==> src/wavp_pkg.sv <==
`default_nettype none
// ----------------------------------------------------------------------------
// WAV header parser package
// Shared types, constants and tag lookup for the WAV header parser.
// ----------------------------------------------------------------------------
package wavp_pkg;

    localparam int          HDR_BYTES  = 44;
    localparam int          OFF_W      = 6;
    localparam int          DIVIDEND_W = 42;
    localparam int          DIVISOR_W  = 32;
    localparam int          DIV_CNT_W  = 6;
    localparam logic [9:0]  MS_SCALE   = 10'd1000;

    localparam logic [OFF_W-1:0] OFF_LAST_HDR = OFF_W'(HDR_BYTES - 1);
    localparam logic [OFF_W-1:0] OFF_DONE     = OFF_W'(HDR_BYTES);

    typedef enum logic [2:0] {
        ST_OK        = 3'd0,
        ST_NOT_WAV   = 3'd1,
        ST_BAD_SIZE  = 3'd2,
        ST_TRUNC     = 3'd3,
        ST_ZERO_CH   = 3'd4,
        ST_ZERO_RATE = 3'd5
    } t_status;

    typedef enum logic [2:0] {
        S_RUN,
        S_CHECK,
        S_DIV_FRAMES,
        S_PREP,
        S_DIV_DUR,
        S_EMIT
    } t_state;

    typedef struct packed {
        logic in_ready;
        logic emit_fail;
        logic start_frames;
        logic take_frames;
        logic start_dur;
        logic take_dur;
        logic emit_final;
    } t_cmd;

    typedef struct packed {
        logic out_free;
        logic hdr_done;
        logic pre_fail;
        logic rate_zero;
        logic div_done;
    } t_stat;

    typedef struct packed {
        logic       checked;
        logic [7:0] value;
    } t_tag;

    function automatic t_tag tag_at(input logic [OFF_W-1:0] off);
        t_tag t;
        t.checked = 1'b1;
        case (off)
            6'd0:    t.value = 8'h52;
            6'd1:    t.value = 8'h49;
            6'd2:    t.value = 8'h46;
            6'd3:    t.value = 8'h46;
            6'd8:    t.value = 8'h57;
            6'd9:    t.value = 8'h41;
            6'd10:   t.value = 8'h56;
            6'd11:   t.value = 8'h45;
            6'd12:   t.value = 8'h66;
            6'd13:   t.value = 8'h6d;
            6'd14:   t.value = 8'h74;
            6'd15:   t.value = 8'h20;
            default: begin
                t.checked = 1'b0;
                t.value   = 8'h00;
            end
        endcase
        return t;
    endfunction

endpackage
`default_nettype wire

==> src/wavp_if.sv <==
`default_nettype none
// ----------------------------------------------------------------------------
// WAV header parser channels
// Byte input channel and header result channel, valid/ready handshake.
// ----------------------------------------------------------------------------
interface wavp_in_if;
    logic       valid;
    logic       ready;
    logic [7:0] data_byte;
    logic       last_byte;

    modport source (output valid, output data_byte, output last_byte, input ready);
    modport sink   (input valid, input data_byte, input last_byte, output ready);
endinterface

interface wavp_out_if;
    logic        valid;
    logic        ready;
    logic [2:0]  status;
    logic [15:0] channel_count;
    logic [31:0] rate_hz;
    logic [15:0] bits_per_sample;
    logic [31:0] data_length;
    logic [31:0] sample_frames;
    logic [41:0] duration_ms;

    modport source (output valid, output status, output channel_count, output rate_hz,
                    output bits_per_sample, output data_length, output sample_frames,
                    output duration_ms, input ready);
    modport sink   (input valid, input status, input channel_count, input rate_hz,
                    input bits_per_sample, input data_length, input sample_frames,
                    input duration_ms, output ready);
endinterface
`default_nettype wire

==> src/wavp_div.sv <==
`default_nettype none
// ----------------------------------------------------------------------------
// WAV header parser divider
// Restoring radix-2 divider, one quotient bit per cycle.
// ----------------------------------------------------------------------------
module wavp_div (
    input  wire                              i_clk,
    input  wire                              i_rst_n,
    input  wire                              i_start,
    input  wire [wavp_pkg::DIVIDEND_W-1:0]   i_dividend,
    input  wire [wavp_pkg::DIVISOR_W-1:0]    i_divisor,
    output logic                             o_done,
    output logic [wavp_pkg::DIVIDEND_W-1:0]  o_quotient
);
    import wavp_pkg::*;

    localparam logic [DIV_CNT_W-1:0] CNT_LAST = DIV_CNT_W'(DIVIDEND_W - 1);

    logic                  r_busy, n_busy;
    logic                  r_done, n_done;
    logic [DIV_CNT_W-1:0]  r_count, n_count;
    logic [DIVIDEND_W-1:0] r_quo, n_quo;
    logic [DIVISOR_W-1:0]  r_rem, n_rem;
    logic [DIVISOR_W-1:0]  r_divisor, n_divisor;

    logic [DIVISOR_W:0]    w_trial;
    logic [DIVISOR_W:0]    w_diff;
    logic                  w_ge;

    assign w_trial = {r_rem, r_quo[DIVIDEND_W-1]};
    assign w_ge    = w_trial >= {1'b0, r_divisor};
    assign w_diff  = w_trial - {1'b0, r_divisor};

    always_comb begin
        n_busy    = r_busy;
        n_done    = 1'b0;
        n_count   = r_count;
        n_quo     = r_quo;
        n_rem     = r_rem;
        n_divisor = r_divisor;
        if (i_start) begin
            n_busy    = 1'b1;
            n_count   = '0;
            n_quo     = i_dividend;
            n_rem     = '0;
            n_divisor = i_divisor;
        end else if (r_busy) begin
            n_quo   = {r_quo[DIVIDEND_W-2:0], w_ge};
            n_rem   = w_ge ? w_diff[DIVISOR_W-1:0] : w_trial[DIVISOR_W-1:0];
            n_count = r_count + 1'b1;
            if (r_count == CNT_LAST) begin
                n_busy = 1'b0;
                n_done = 1'b1;
            end
        end
    end

    always_ff @(posedge i_clk) begin
        if (!i_rst_n) begin
            r_busy  <= 1'b0;
            r_done  <= 1'b0;
            r_count <= '0;
        end else begin
            r_busy  <= n_busy;
            r_done  <= n_done;
            r_count <= n_count;
        end
    end

    always_ff @(posedge i_clk) begin
        r_quo     <= n_quo;
        r_rem     <= n_rem;
        r_divisor <= n_divisor;
    end

    assign o_done     = r_done;
    assign o_quotient = r_quo;

`ifndef ASSERT_OFF
    a_start_busy: assert property (@(posedge i_clk) disable iff (!i_rst_n)
        i_start |=> r_busy)
        else $error("divider did not start");
    a_done_after_busy: assert property (@(posedge i_clk) disable iff (!i_rst_n)
        r_done |-> ($past(r_busy) && !r_busy))
        else $error("divider done without a running division");
    a_last_step_done: assert property (@(posedge i_clk) disable iff (!i_rst_n)
        (r_busy && !i_start && r_count == CNT_LAST) |=> r_done)
        else $error("divider missed its final step");
`endif
endmodule
`default_nettype wire

==> src/wavp_ctrl.sv <==
`default_nettype none
// ----------------------------------------------------------------------------
// WAV header parser controller
// Sequences header checks, the two divisions and the result load.
// ----------------------------------------------------------------------------
module wavp_ctrl (
    input  wire             i_clk,
    input  wire             i_rst_n,
    input  wavp_pkg::t_stat i_stat,
    output wavp_pkg::t_cmd  o_cmd
);
    import wavp_pkg::*;

    t_state r_state, n_state;

    always_comb begin
        n_state = r_state;
        case (r_state)
            S_RUN:        if (i_stat.hdr_done) n_state = S_CHECK;
            S_CHECK:      n_state = i_stat.pre_fail ? S_RUN : S_DIV_FRAMES;
            S_DIV_FRAMES: if (i_stat.div_done) n_state = S_PREP;
            S_PREP:       n_state = i_stat.rate_zero ? S_RUN : S_DIV_DUR;
            S_DIV_DUR:    if (i_stat.div_done) n_state = S_EMIT;
            S_EMIT:       n_state = S_RUN;
            default:      n_state = S_RUN;
        endcase
    end

    always_comb begin
        o_cmd = '0;
        case (r_state)
            S_RUN:        o_cmd.in_ready = i_stat.out_free;
            S_CHECK: begin
                o_cmd.emit_fail    = i_stat.pre_fail;
                o_cmd.start_frames = !i_stat.pre_fail;
            end
            S_DIV_FRAMES: o_cmd.take_frames = i_stat.div_done;
            S_PREP: begin
                o_cmd.emit_final = i_stat.rate_zero;
                o_cmd.start_dur  = !i_stat.rate_zero;
            end
            S_DIV_DUR:    o_cmd.take_dur = i_stat.div_done;
            S_EMIT:       o_cmd.emit_final = 1'b1;
            default:      o_cmd = '0;
        endcase
    end

    always_ff @(posedge i_clk) begin
        if (!i_rst_n) begin
            r_state <= S_RUN;
        end else begin
            r_state <= n_state;
        end
    end
endmodule
`default_nettype wire

==> src/wavp_dpath.sv <==
`default_nettype none
// ----------------------------------------------------------------------------
// WAV header parser datapath
// Byte capture, tag check, frame and duration arithmetic, result register.
// ----------------------------------------------------------------------------
module wavp_dpath (
    input  wire              i_clk,
    input  wire              i_rst_n,
    input  wavp_pkg::t_cmd   i_cmd,
    output wavp_pkg::t_stat  o_stat,
    input  wire              i_in_valid,
    input  wire  [7:0]       i_data_byte,
    input  wire              i_last_byte,
    input  wire              i_out_ready,
    output logic             o_out_valid,
    output logic [2:0]       o_status,
    output logic [15:0]      o_channel_count,
    output logic [31:0]      o_rate_hz,
    output logic [15:0]      o_bits_per_sample,
    output logic [31:0]      o_data_length,
    output logic [31:0]      o_sample_frames,
    output logic [41:0]      o_duration_ms
);
    import wavp_pkg::*;

    logic [OFF_W-1:0]      r_offset, n_offset;
    logic                  r_tags_ok, n_tags_ok;
    logic [15:0]           r_channels, n_channels;
    logic [31:0]           r_rate, n_rate;
    logic [15:0]           r_bits, n_bits;
    logic [31:0]           r_length, n_length;
    logic [31:0]           r_frames;
    logic                  r_lt;
    logic [DIVIDEND_W-1:0] r_dur;
    logic                  r_out_valid, n_out_valid;

    logic [2:0]            r_o_status;
    logic [15:0]           r_o_channels;
    logic [31:0]           r_o_rate;
    logic [15:0]           r_o_bits;
    logic [31:0]           r_o_length;
    logic [31:0]           r_o_frames;
    logic [DIVIDEND_W-1:0] r_o_dur;

    logic                  w_in_fire;
    logic                  w_emit_trunc;
    t_tag                  w_tag;
    t_status               w_pre;
    logic [16:0]           w_per_frame;
    logic                  w_div_start;
    logic [DIVIDEND_W-1:0] w_dividend;
    logic [DIVISOR_W-1:0]  w_divisor;
    logic                  w_div_done;
    logic [DIVIDEND_W-1:0] w_quotient;
    logic [DIVIDEND_W-1:0] w_frames_ms;
    logic [DIVIDEND_W-1:0] w_quo_ms;

    assign w_in_fire    = i_in_valid && i_cmd.in_ready;
    assign w_emit_trunc = w_in_fire && i_last_byte && (r_offset < OFF_LAST_HDR);
    assign w_tag        = tag_at(r_offset);

    always_comb begin
        n_offset   = r_offset;
        n_tags_ok  = r_tags_ok;
        n_channels = r_channels;
        n_rate     = r_rate;
        n_bits     = r_bits;
        n_length   = r_length;
        if (w_in_fire) begin
            if (r_offset >= OFF_DONE) begin
                if (i_last_byte) n_offset = '0;
            end else begin
                if (r_offset == '0) begin
                    n_tags_ok  = 1'b1;
                    n_channels = '0;
                    n_rate     = '0;
                    n_bits     = '0;
                    n_length   = '0;
                end
                if (w_tag.checked && i_data_byte != w_tag.value) n_tags_ok = 1'b0;
                case (r_offset)
                    6'd22:   n_channels[7:0]  = i_data_byte;
                    6'd23:   n_channels[15:8] = i_data_byte;
                    6'd24:   n_rate[7:0]      = i_data_byte;
                    6'd25:   n_rate[15:8]     = i_data_byte;
                    6'd26:   n_rate[23:16]    = i_data_byte;
                    6'd27:   n_rate[31:24]    = i_data_byte;
                    6'd34:   n_bits[7:0]      = i_data_byte;
                    6'd35:   n_bits[15:8]     = i_data_byte;
                    6'd40:   n_length[7:0]    = i_data_byte;
                    6'd41:   n_length[15:8]   = i_data_byte;
                    6'd42:   n_length[23:16]  = i_data_byte;
                    6'd43:   n_length[31:24]  = i_data_byte;
                    default: n_channels = n_channels;
                endcase
                if (r_offset == OFF_LAST_HDR) begin
                    n_offset = i_last_byte ? '0 : OFF_DONE;
                end else if (i_last_byte) begin
                    n_offset = '0;
                end else begin
                    n_offset = r_offset + 1'b1;
                end
            end
        end
    end

    always_comb begin
        if (!r_tags_ok) begin
            w_pre = ST_NOT_WAV;
        end else if (r_bits != 16'd8 && r_bits != 16'd16) begin
            w_pre = ST_BAD_SIZE;
        end else if (r_channels == '0) begin
            w_pre = ST_ZERO_CH;
        end else begin
            w_pre = ST_OK;
        end
    end

    assign w_per_frame = r_bits[4] ? {r_channels, 1'b0} : {1'b0, r_channels};
    assign w_frames_ms = DIVIDEND_W'(r_frames) * DIVIDEND_W'(MS_SCALE);
    assign w_quo_ms    = DIVIDEND_W'(w_quotient[31:0]) * DIVIDEND_W'(MS_SCALE);

    assign w_div_start = i_cmd.start_frames || i_cmd.start_dur;
    always_comb begin
        if (i_cmd.start_frames) begin
            w_dividend = DIVIDEND_W'(r_length);
            w_divisor  = DIVISOR_W'(w_per_frame);
        end else begin
            w_dividend = (r_frames < r_rate) ? w_frames_ms : DIVIDEND_W'(r_frames);
            w_divisor  = r_rate;
        end
    end

    wavp_div u_div (
        .i_clk      (i_clk),
        .i_rst_n    (i_rst_n),
        .i_start    (w_div_start),
        .i_dividend (w_dividend),
        .i_divisor  (w_divisor),
        .o_done     (w_div_done),
        .o_quotient (w_quotient)
    );

    always_comb begin
        n_out_valid = r_out_valid && !i_out_ready;
        if (w_emit_trunc || i_cmd.emit_fail || i_cmd.emit_final) n_out_valid = 1'b1;
    end

    always_ff @(posedge i_clk) begin
        if (!i_rst_n) begin
            r_offset    <= '0;
            r_tags_ok   <= 1'b1;
            r_channels  <= '0;
            r_rate      <= '0;
            r_bits      <= '0;
            r_length    <= '0;
            r_out_valid <= 1'b0;
        end else begin
            r_offset    <= n_offset;
            r_tags_ok   <= n_tags_ok;
            r_channels  <= n_channels;
            r_rate      <= n_rate;
            r_bits      <= n_bits;
            r_length    <= n_length;
            r_out_valid <= n_out_valid;
        end
    end

    always_ff @(posedge i_clk) begin
        if (i_cmd.take_frames) r_frames <= w_quotient[31:0];
        if (i_cmd.start_dur)   r_lt     <= r_frames < r_rate;
        if (i_cmd.take_dur)    r_dur    <= r_lt ? w_quotient : w_quo_ms;
        if (w_emit_trunc) begin
            r_o_status   <= ST_TRUNC;
            r_o_channels <= '0;
            r_o_rate     <= '0;
            r_o_bits     <= '0;
            r_o_length   <= '0;
            r_o_frames   <= '0;
            r_o_dur      <= '0;
        end else if (i_cmd.emit_fail || i_cmd.emit_final) begin
            r_o_channels <= r_channels;
            r_o_rate     <= r_rate;
            r_o_bits     <= r_bits;
            r_o_length   <= r_length;
            if (i_cmd.emit_fail) begin
                r_o_status <= w_pre;
                r_o_frames <= '0;
                r_o_dur    <= '0;
            end else if (r_rate == '0) begin
                r_o_status <= ST_ZERO_RATE;
                r_o_frames <= r_frames;
                r_o_dur    <= '0;
            end else begin
                r_o_status <= ST_OK;
                r_o_frames <= r_frames;
                r_o_dur    <= r_dur;
            end
        end
    end

    assign o_stat.out_free  = !r_out_valid || i_out_ready;
    assign o_stat.hdr_done  = w_in_fire && (r_offset == OFF_LAST_HDR);
    assign o_stat.pre_fail  = w_pre != ST_OK;
    assign o_stat.rate_zero = r_rate == '0;
    assign o_stat.div_done  = w_div_done;

    assign o_out_valid       = r_out_valid;
    assign o_status          = r_o_status;
    assign o_channel_count   = r_o_channels;
    assign o_rate_hz         = r_o_rate;
    assign o_bits_per_sample = r_o_bits;
    assign o_data_length     = r_o_length;
    assign o_sample_frames   = r_o_frames;
    assign o_duration_ms     = r_o_dur;

`ifndef ASSERT_OFF
    a_offset_range: assert property (@(posedge i_clk) disable iff (!i_rst_n)
        r_offset <= OFF_DONE)
        else $error("byte offset beyond header end");
    a_emit_free: assert property (@(posedge i_clk) disable iff (!i_rst_n)
        (i_cmd.emit_fail || i_cmd.emit_final) |-> !r_out_valid)
        else $error("result load over a pending result");
    a_frames_divisor: assert property (@(posedge i_clk) disable iff (!i_rst_n)
        i_cmd.start_frames |-> (r_channels != '0 && (r_bits == 16'd8 || r_bits == 16'd16)))
        else $error("frame division started with a zero divisor");
`endif
endmodule
`default_nettype wire

==> src/wav_header_parser_top.sv <==
`default_nettype none
// ----------------------------------------------------------------------------
// WAV header parser
// Parses the 44-byte RIFF/PCM header of a byte stream and returns one result
// with the header fields, sample frame count and duration in milliseconds.
//
//   Channel  Dir  Item
//   i_in     in   data_byte[7:0], last_byte
//   o_out    out  status[2:0], channel_count, rate_hz, bits_per_sample,
//                 data_length, sample_frames, duration_ms[41:0]
//
// Header bytes and trailing bytes are taken one per cycle while input is not stalled.
// After byte 43 of a valid header, input stalls for two 42-step divisions
// (frames, then duration) on one shared radix-2 divider and the control
// states around them. A rejected header stalls input for the check state only,
// a zero rate through the check state, the frame division and the prep state.
// Input also stalls while a result sits unread in the output register.
// Reset is synchronous, active low, and returns the parser to offset zero.
// ----------------------------------------------------------------------------
module wav_header_parser_top (
    input  wire         i_clk,
    input  wire         i_rst_n,
    wavp_in_if.sink     i_in,
    wavp_out_if.source  o_out
);
    import wavp_pkg::*;

    t_cmd  w_cmd;
    t_stat w_stat;

    wavp_ctrl u_ctrl (
        .i_clk   (i_clk),
        .i_rst_n (i_rst_n),
        .i_stat  (w_stat),
        .o_cmd   (w_cmd)
    );

    wavp_dpath u_dpath (
        .i_clk             (i_clk),
        .i_rst_n           (i_rst_n),
        .i_cmd             (w_cmd),
        .o_stat            (w_stat),
        .i_in_valid        (i_in.valid),
        .i_data_byte       (i_in.data_byte),
        .i_last_byte       (i_in.last_byte),
        .i_out_ready       (o_out.ready),
        .o_out_valid       (o_out.valid),
        .o_status          (o_out.status),
        .o_channel_count   (o_out.channel_count),
        .o_rate_hz         (o_out.rate_hz),
        .o_bits_per_sample (o_out.bits_per_sample),
        .o_data_length     (o_out.data_length),
        .o_sample_frames   (o_out.sample_frames),
        .o_duration_ms     (o_out.duration_ms)
    );

    assign i_in.ready = w_cmd.in_ready;
endmodule
`default_nettype wire

==> src/flat_wrapper.sv <==
// flat-port wrapper written by rule: the top's interface ports become plain ports
module wav_header_parser_top_flat import wavp_pkg::*;
  (i_clk, i_rst_n, i_in_valid, i_in_data_byte, i_in_last_byte, i_in_ready, o_out_valid, o_out_status, o_out_channel_count, o_out_rate_hz, o_out_bits_per_sample, o_out_data_length, o_out_sample_frames, o_out_duration_ms, o_out_ready);
  wavp_in_if i_in_i ();
  wavp_out_if o_out_i ();
  input  wire i_clk;
  input  wire i_rst_n;
  input wire logic [$bits(i_in_i.valid)-1:0] i_in_valid;
  input wire logic [$bits(i_in_i.data_byte)-1:0] i_in_data_byte;
  input wire logic [$bits(i_in_i.last_byte)-1:0] i_in_last_byte;
  output wire logic [$bits(i_in_i.ready)-1:0] i_in_ready;
  output wire logic [$bits(o_out_i.valid)-1:0] o_out_valid;
  output wire logic [$bits(o_out_i.status)-1:0] o_out_status;
  output wire logic [$bits(o_out_i.channel_count)-1:0] o_out_channel_count;
  output wire logic [$bits(o_out_i.rate_hz)-1:0] o_out_rate_hz;
  output wire logic [$bits(o_out_i.bits_per_sample)-1:0] o_out_bits_per_sample;
  output wire logic [$bits(o_out_i.data_length)-1:0] o_out_data_length;
  output wire logic [$bits(o_out_i.sample_frames)-1:0] o_out_sample_frames;
  output wire logic [$bits(o_out_i.duration_ms)-1:0] o_out_duration_ms;
  input wire logic [$bits(o_out_i.ready)-1:0] o_out_ready;
  assign i_in_i.valid = i_in_valid;
  assign i_in_i.data_byte = i_in_data_byte;
  assign i_in_i.last_byte = i_in_last_byte;
  assign i_in_ready = i_in_i.ready;
  assign o_out_valid = o_out_i.valid;
  assign o_out_status = o_out_i.status;
  assign o_out_channel_count = o_out_i.channel_count;
  assign o_out_rate_hz = o_out_i.rate_hz;
  assign o_out_bits_per_sample = o_out_i.bits_per_sample;
  assign o_out_data_length = o_out_i.data_length;
  assign o_out_sample_frames = o_out_i.sample_frames;
  assign o_out_duration_ms = o_out_i.duration_ms;
  assign o_out_i.ready = o_out_ready;
  wav_header_parser_top u_core (.i_clk(i_clk), .i_rst_n(i_rst_n), .i_in(i_in_i), .o_out(o_out_i));
endmodule
==> config.mk <==
export PLATFORM = sky130hd
export DESIGN_NAME = wav_header_parser_top_flat
export DESIGN_NICKNAME = d
export VERILOG_FILES = /design/src/wavp_pkg.sv /design/src/wavp_if.sv /design/src/wavp_div.sv /design/src/wavp_ctrl.sv /design/src/wavp_dpath.sv /design/src/wav_header_parser_top.sv /design/src/flat_wrapper.sv
export SDC_FILE = /design/constraint.sdc
export NUM_CORES = 2
export LEC_CHECK = 0
export CORE_MARGIN = 3
export CORE_UTILIZATION = 35
export DETAILED_ROUTE_END_ITERATION = 12
export DONT_BUFFER_PORTS = 1
export PLACE_DENSITY_LB_ADDON = 0.25
export SLEW_MARGIN = 40
export SYNTH_ARGS = -nofsm -noshare
export SYNTH_HDL_FRONTEND = slang
export SYNTH_SLANG_ARGS = --single-unit
==> constraint.sdc <==
create_clock -name i_clk -period 10.79 [get_ports i_clk]
set_input_delay 3.237 -clock i_clk [delete_from_list [all_inputs] [get_ports i_clk]]
set_output_delay 3.237 -clock i_clk [all_outputs]
set_load 0.01 [all_outputs]
Word level (Yosys, flattened, before mapping)
Index checks and enable logic that the tools add are counted.
- register bits: 469
- bits in latches: 0
- memory bits (writable): 0
- bits in read-only memories: 0
- input bits: 13
- output and inout port bits: 175
- logic and storage cells: 192
- memories kept: 0
- add/sub/neg operators: 3
- multiply operators: 2
- div/mod/pow operators: 0
- $lt $le $gt $ge: 4
- equality and inequality tests: 36
- shift operators: 0
- muxes and demuxes: 56
- bitwise gates (word level): 3
- reductions and logical operators: 54
- operators by type and width (operator ; count):
    $mux W42 ; 7
    $mux W32 ; 3
    $mux W8 ; 12
    $mul A32 B7 Y39 const B ; 2
    $pmux W7 S11 ; 1
    $eq A6 B4 Y1 const B ; 8
    $eq A6 B6 Y1 const B ; 7
    $reduce_and A3 Y1 ; 14
    $eq A6 B5 Y1 const B ; 6
    $mux W17 ; 2
    $ge A33 B32 Y1 ; 1
    $logic_not A32 Y1 ; 1
    $lt A32 B32 Y1 ; 1
    $sub A32 B32 Y32 ; 1
    $mux W6 ; 5
    $reduce_bool A2 Y1 ; 14
    $mux W3 ; 9
    $logic_not A16 Y1 ; 1
    $mux W16 ; 1
    $ne A16 B4 Y1 const B ; 1
    $ne A16 B5 Y1 const B ; 1
    $pmux W3 S5 ; 1
    $add A6 B1 Y6 const B ; 2
    $eq A6 B2 Y1 const B ; 2
    other kinds (22) ; 55

Logic depth before layout (Yosys ltp)
- depth after elaboration: 10
- depth in mapped cells: 19

Hierarchy
Synthesis repeated with hierarchy kept, for this count alone.
- cell total of the unflattened synthesis: 3458
- area, all modules: 32503.7 um^2
- modules (own cells, without submodules) (module ; times used ; cells each ; area an instance (um^2) ; seq. area each (um^2)):
    wavp_dpath ; 1 ; 2794 ; 25703.4 ; 7797.5
    wavp_div ; 1 ; 638 ; 6547.5 ; 3022.9
    wavp_ctrl ; 1 ; 26 ; 252.7 ; 60.1

Least setup slack after synthesis
Ideal clock, no wire load.
- path kind: input -> output
- from: in o_out_ready
- to: out i_in_ready
- data arrival time: 3598 ps
- required time: 7553 ps
- path slack: 3955 ps
- stages: 2
- buffers on the path: 0
- path through: nor2b_1 nor4_2
- cells in the longest elaborated chain, start to end: 2
- ends and longest elaborated chain (what ; RTL line ; RTL):
    from (decl) ; flat_wrapper.sv:20 ; input wire logic [$bits(o_out_i.ready)-1:0] o_out_ready;
    $logic_or A1 B1 Y1 ; wavp_dpath.sv:202 ; assign o_stat.out_free = !r_out_valid || i_out_ready;
    $mux W1 ; wavp_ctrl.sv:31 ; case (r_state)
    to (decl) ; flat_wrapper.sv:11 ; output wire logic [$bits(i_in_i.ready)-1:0] i_in_ready;
No other way between the ends.

Final worst setup path
Same ends and word-level chain as after synthesis.

==> results.json <==
{
  "finClkSkew_ps": 39.1,
  "drc": 0,
  "initial_core_util_pct": 35.6,
  "synthesis.area_um2": 31700,
  "cpPeakStageDelay_ps": 490,
  "worst_pin_slew_ps": 850,
  "path_max_fanout": 4,
  "outcome": "finished clean",
  "crit_required_ps": 7550,
  "drtPass1Iterations": 5,
  "synth_ff_type": "dfxtp_1",
  "place_hpwl_um": 69500,
  "ctsHoldBuffers": 0,
  "synth_simple_gate_area_share_pct": 13.4,
  "pwr-share-clk_pct": 48.5,
  "setup_viol": 0,
  "fin_nets": 3852,
  "fin_area_um2": 34700,
  "seqPwrFrac_pct": 47.2,
  "drt_wl_total_um": 93600,
  "switching_share_pct": 23.9,
  "antenna_found_initial": 0,
  "synth_async_sr_flop_share_pct": 0,
  "critPathLaunchType": "input pin",
  "fill_cells": 8849,
  "drive_gt1_share_pct": 4.63,
  "clock_latency_ps": 650,
  "drt_iter0_drc": 1694,
  "crit_type": "in -> out",
  "n_antenna_cell": 0,
  "synth_xor_area_share_pct": 2.68,
  "ys_warn_count": 0,
  "report.final.slew_viol_count": 0,
  "rsz0062_at_grt": "no",
  "synth_edf_count": 149,
  "p_int_w": 0.00297,
  "synthAdderAreaFrac_pct": 24.4,
  "end_kind": "output pin",
  "slowest_stage": "nor4_2",
  "groute.usage.overall_pct": 19.9,
  "io_buffers": 0,
  "die_h_um": 307,
  "ant_nets": 0,
  "globalplace.congestion": 0.865,
  "wl_per_cell_um": 20.5,
  "synth_top_area_share_pct": 20.2,
  "p_switching_w": 0.000931,
  "cp_num_buf_inv": 0,
  "syn_to_final_growth_pct": 9.39,
  "postSynthAreaPerCell_um2": 9.22,
  "synth_compound_area_share_pct": 16.5,
  "drv_cap": 0,
  "dieArea_um2": 94200,
  "root_buffer": "clkbuf_16",
  "core_um2": 89100,
  "cts_post_setup_buffers_inserted": 0,
  "synth_top_family_by_area": "adder cells",
  "yosysSeqAreaShare_pct": 34.3,
  "clkSinkCount": 469,
  "htreeDepth": 2,
  "instances_no_fill": 4574,
  "num_vias": 23940,
  "cts_buffer_depth": 3,
  "grt_pass1_wl_um": 146000,
  "synth.area.top_cells": "dfxtp_1 20%, fa_1 15%, edfxtp_1 14%",
  "synth_fp_nets": 3927,
  "relSlewSlack_pct": 42.6,
  "die_x_um": 307,
  "min_period_ps": 7010,
  "grt.overflow.total": 0,
  "path_clk_slew_ps": 60,
  "holdCritPathClass": "reg -> reg",
  "fin_crit_sh_pct": 65.0,
  "post_cts_resized": 0,
  "total_leakage_power_nw": 14.1,
  "synth_top_cell_by_area": "dfxtp_1",
  "crit_arrival_ps": 3770,
  "power.density_nw_per_um2": 112,
  "synthMuxAreaShare_pct": 1.82,
  "fmax_ghz": 0.143,
  "grt_max_degree": 108,
  "final.setup.tns_ps": 0,
  "grt_pass1_vias": 23980,
  "fp-row-count": 109,
  "timing.final.hold_violations": 0,
  "cts_tree": "done",
  "syn_inst": 3439,
  "cts_buffers": 54,
  "crit_chain": "nor2b_1 > nor4_2",
  "ys_ff_latch": 469,
  "peakVddDrop_uv": 112,
  "ioPinCount": 188,
  "cp_top_family": "simple AND/OR/NAND/NOR gates",
  "comb_power_share_pct": 4.3,
  "placedInstanceArea_um2": 32800,
  "numPlacedInstances": 4473,
  "yosysUniqueCellTypes": 82,
  "via_per_inst": 5.23
}
==> routing by layer <==
| metal | global-route usage, % | vias to the layer above | wire length, um |
|---|---|---|---|
| met5 | 0 | - | 0 |
| met4 | 6.51 | 0 | 3140 |
| met3 | 3.57 | 140 | 5250 |
| met2 | 32.7 | 559 | 43700 |
| met1 | 26.6 | 11709 | 41500 |
| li1 | - | 11532 | - |
==> power groups by stage <==
stage                     Sequential (W)  Clock, W  Combinational [W]
after floorplan                  0.00188         0           0.000142
after global placement           0.00188         0           0.000163
after detailed placement         0.00188         0           0.000167
after CTS                        0.00184   0.00194           0.000167
after global routing             0.00184   0.00200           0.000188
final                            0.00184   0.00189           0.000168
==> area by class of cell <==
class                           count  area, um^2  area share, %
Clock buffer                       67        1470           4.24
Timing Repair Buffer               24         253          0.729
Multi-Input combinational cell   2404       18700           53.9
Tap cell                         1165        1460           4.20
Sequential cell                   469       10900           31.4
Inverter                          411        1540           4.45
Clock inverter                     34         362           1.04
==> stage by stage <==
stage | utilization (%) | power, W | setup slack (ps) | hold WS [ps]
floorplan | - | 0.00202 | 3960 | 448
global placement | 36.7 | 0.00204 | 3780 | 465
detailed placement | 36.9 | 0.00205 | 3750 | 470
CTS | 38.9 | 0.00394 | 3750 | 473
global route | 38.9 | 0.00403 | 3740 | 499
finish | 38.9 | 0.00390 | 3780 | 468
==> state kept, by name (all words and copies together), names as in the netlist, 32 cells and up <==
| name | count |
|---|---|
| u_core.u_dpath.o_rate_hz | 32 |
| u_core.u_dpath.o_data_length | 32 |
| u_core.u_dpath.r_frames | 32 |
| u_core.u_dpath.u_div.r_divisor | 32 |
| u_core.u_dpath.u_div.o_quotient | 42 |
| u_core.u_dpath.u_div.r_rem | 32 |
| u_core.u_dpath.r_dur | 42 |
| u_core.u_dpath.o_sample_frames | 32 |
| u_core.u_dpath.r_rate | 32 |
| u_core.u_dpath.o_duration_ms | 42 |
| u_core.u_dpath.r_length | 32 |
==> worst min-delay path, stage by stage, from the launching register on <==
cell and delay, ps:
dfxtp_1 320, nand2_1 60, a21oi_1 60
==> placed cells by master (no fill, tap or decap), types with 19 or more instances in the layout <==
cell	count
a22oi_1	123
nand2_1	447
a21oi_1	288
mux2i_1	51
inv_1	407
fa_1	237
clkbuf_16	54
and2_1	23
o21a_1	19
o211ai_1	19
nand3_1	57
nand4_1	20
a21boi_0	32
dfxtp_1	319
a211oi_1	23
xnor2_1	65
a21o_1	56
ha_1	238
edfxtp_1	149
o21ai_0	166
nor2b_1	87
nor2_1	179
nor3_1	20
and3_1	20
xor2_1	32
==> worst paths after layout <==
check	start	end	slack [ps]	cells after the start
worst min-delay path	u_core.u_dpath.r_length[10]	u_core.u_dpath.o_data_length[10]	470	2
worst max register to register	u_core.u_dpath.r_frames[7]	u_core.u_dpath.u_div.o_quotient[39]	4900	17
worst min register to register	u_core.u_dpath.r_length[10]	u_core.u_dpath.o_data_length[10]	470	2
worst max-delay path	o_out_ready	i_in_ready	3780	2
==> Yosys cell counts, drive strengths merged, types with 12 or more instances <==
cell      n
o21bai   12
nor4     18
o211ai   19
ha      238
inv     410
a211oi   23
o21a     19
buf      31
edfxtp  149
a21oi   290
a21boi   33
nand2   448
nor3     21
nor2b    87
nand3    57
a22oi   123
a21o     56
clkbuf  124
xor2     32
nand4    20
xnor2    65
fa      237
o21ai   175
and3     23
nor2    183
a31oi    16
mux2i    51
dfxtp   320
nand2b   13
and2     25
==> cells by family (layout without fill, tap and decap cells) <==
kind of cell	count (synthesis)	count (layout)
AO/OA/AOI/OAI	840	840
XOR/XNOR	97	97
AND/OR/NAND/NOR	935	935
multiplexers	57	57
flip-flops	469	469
buffers and inverters	566	536
adder cells (fa/ha/maj)	475	475
(Power assumes the default switching activity.)
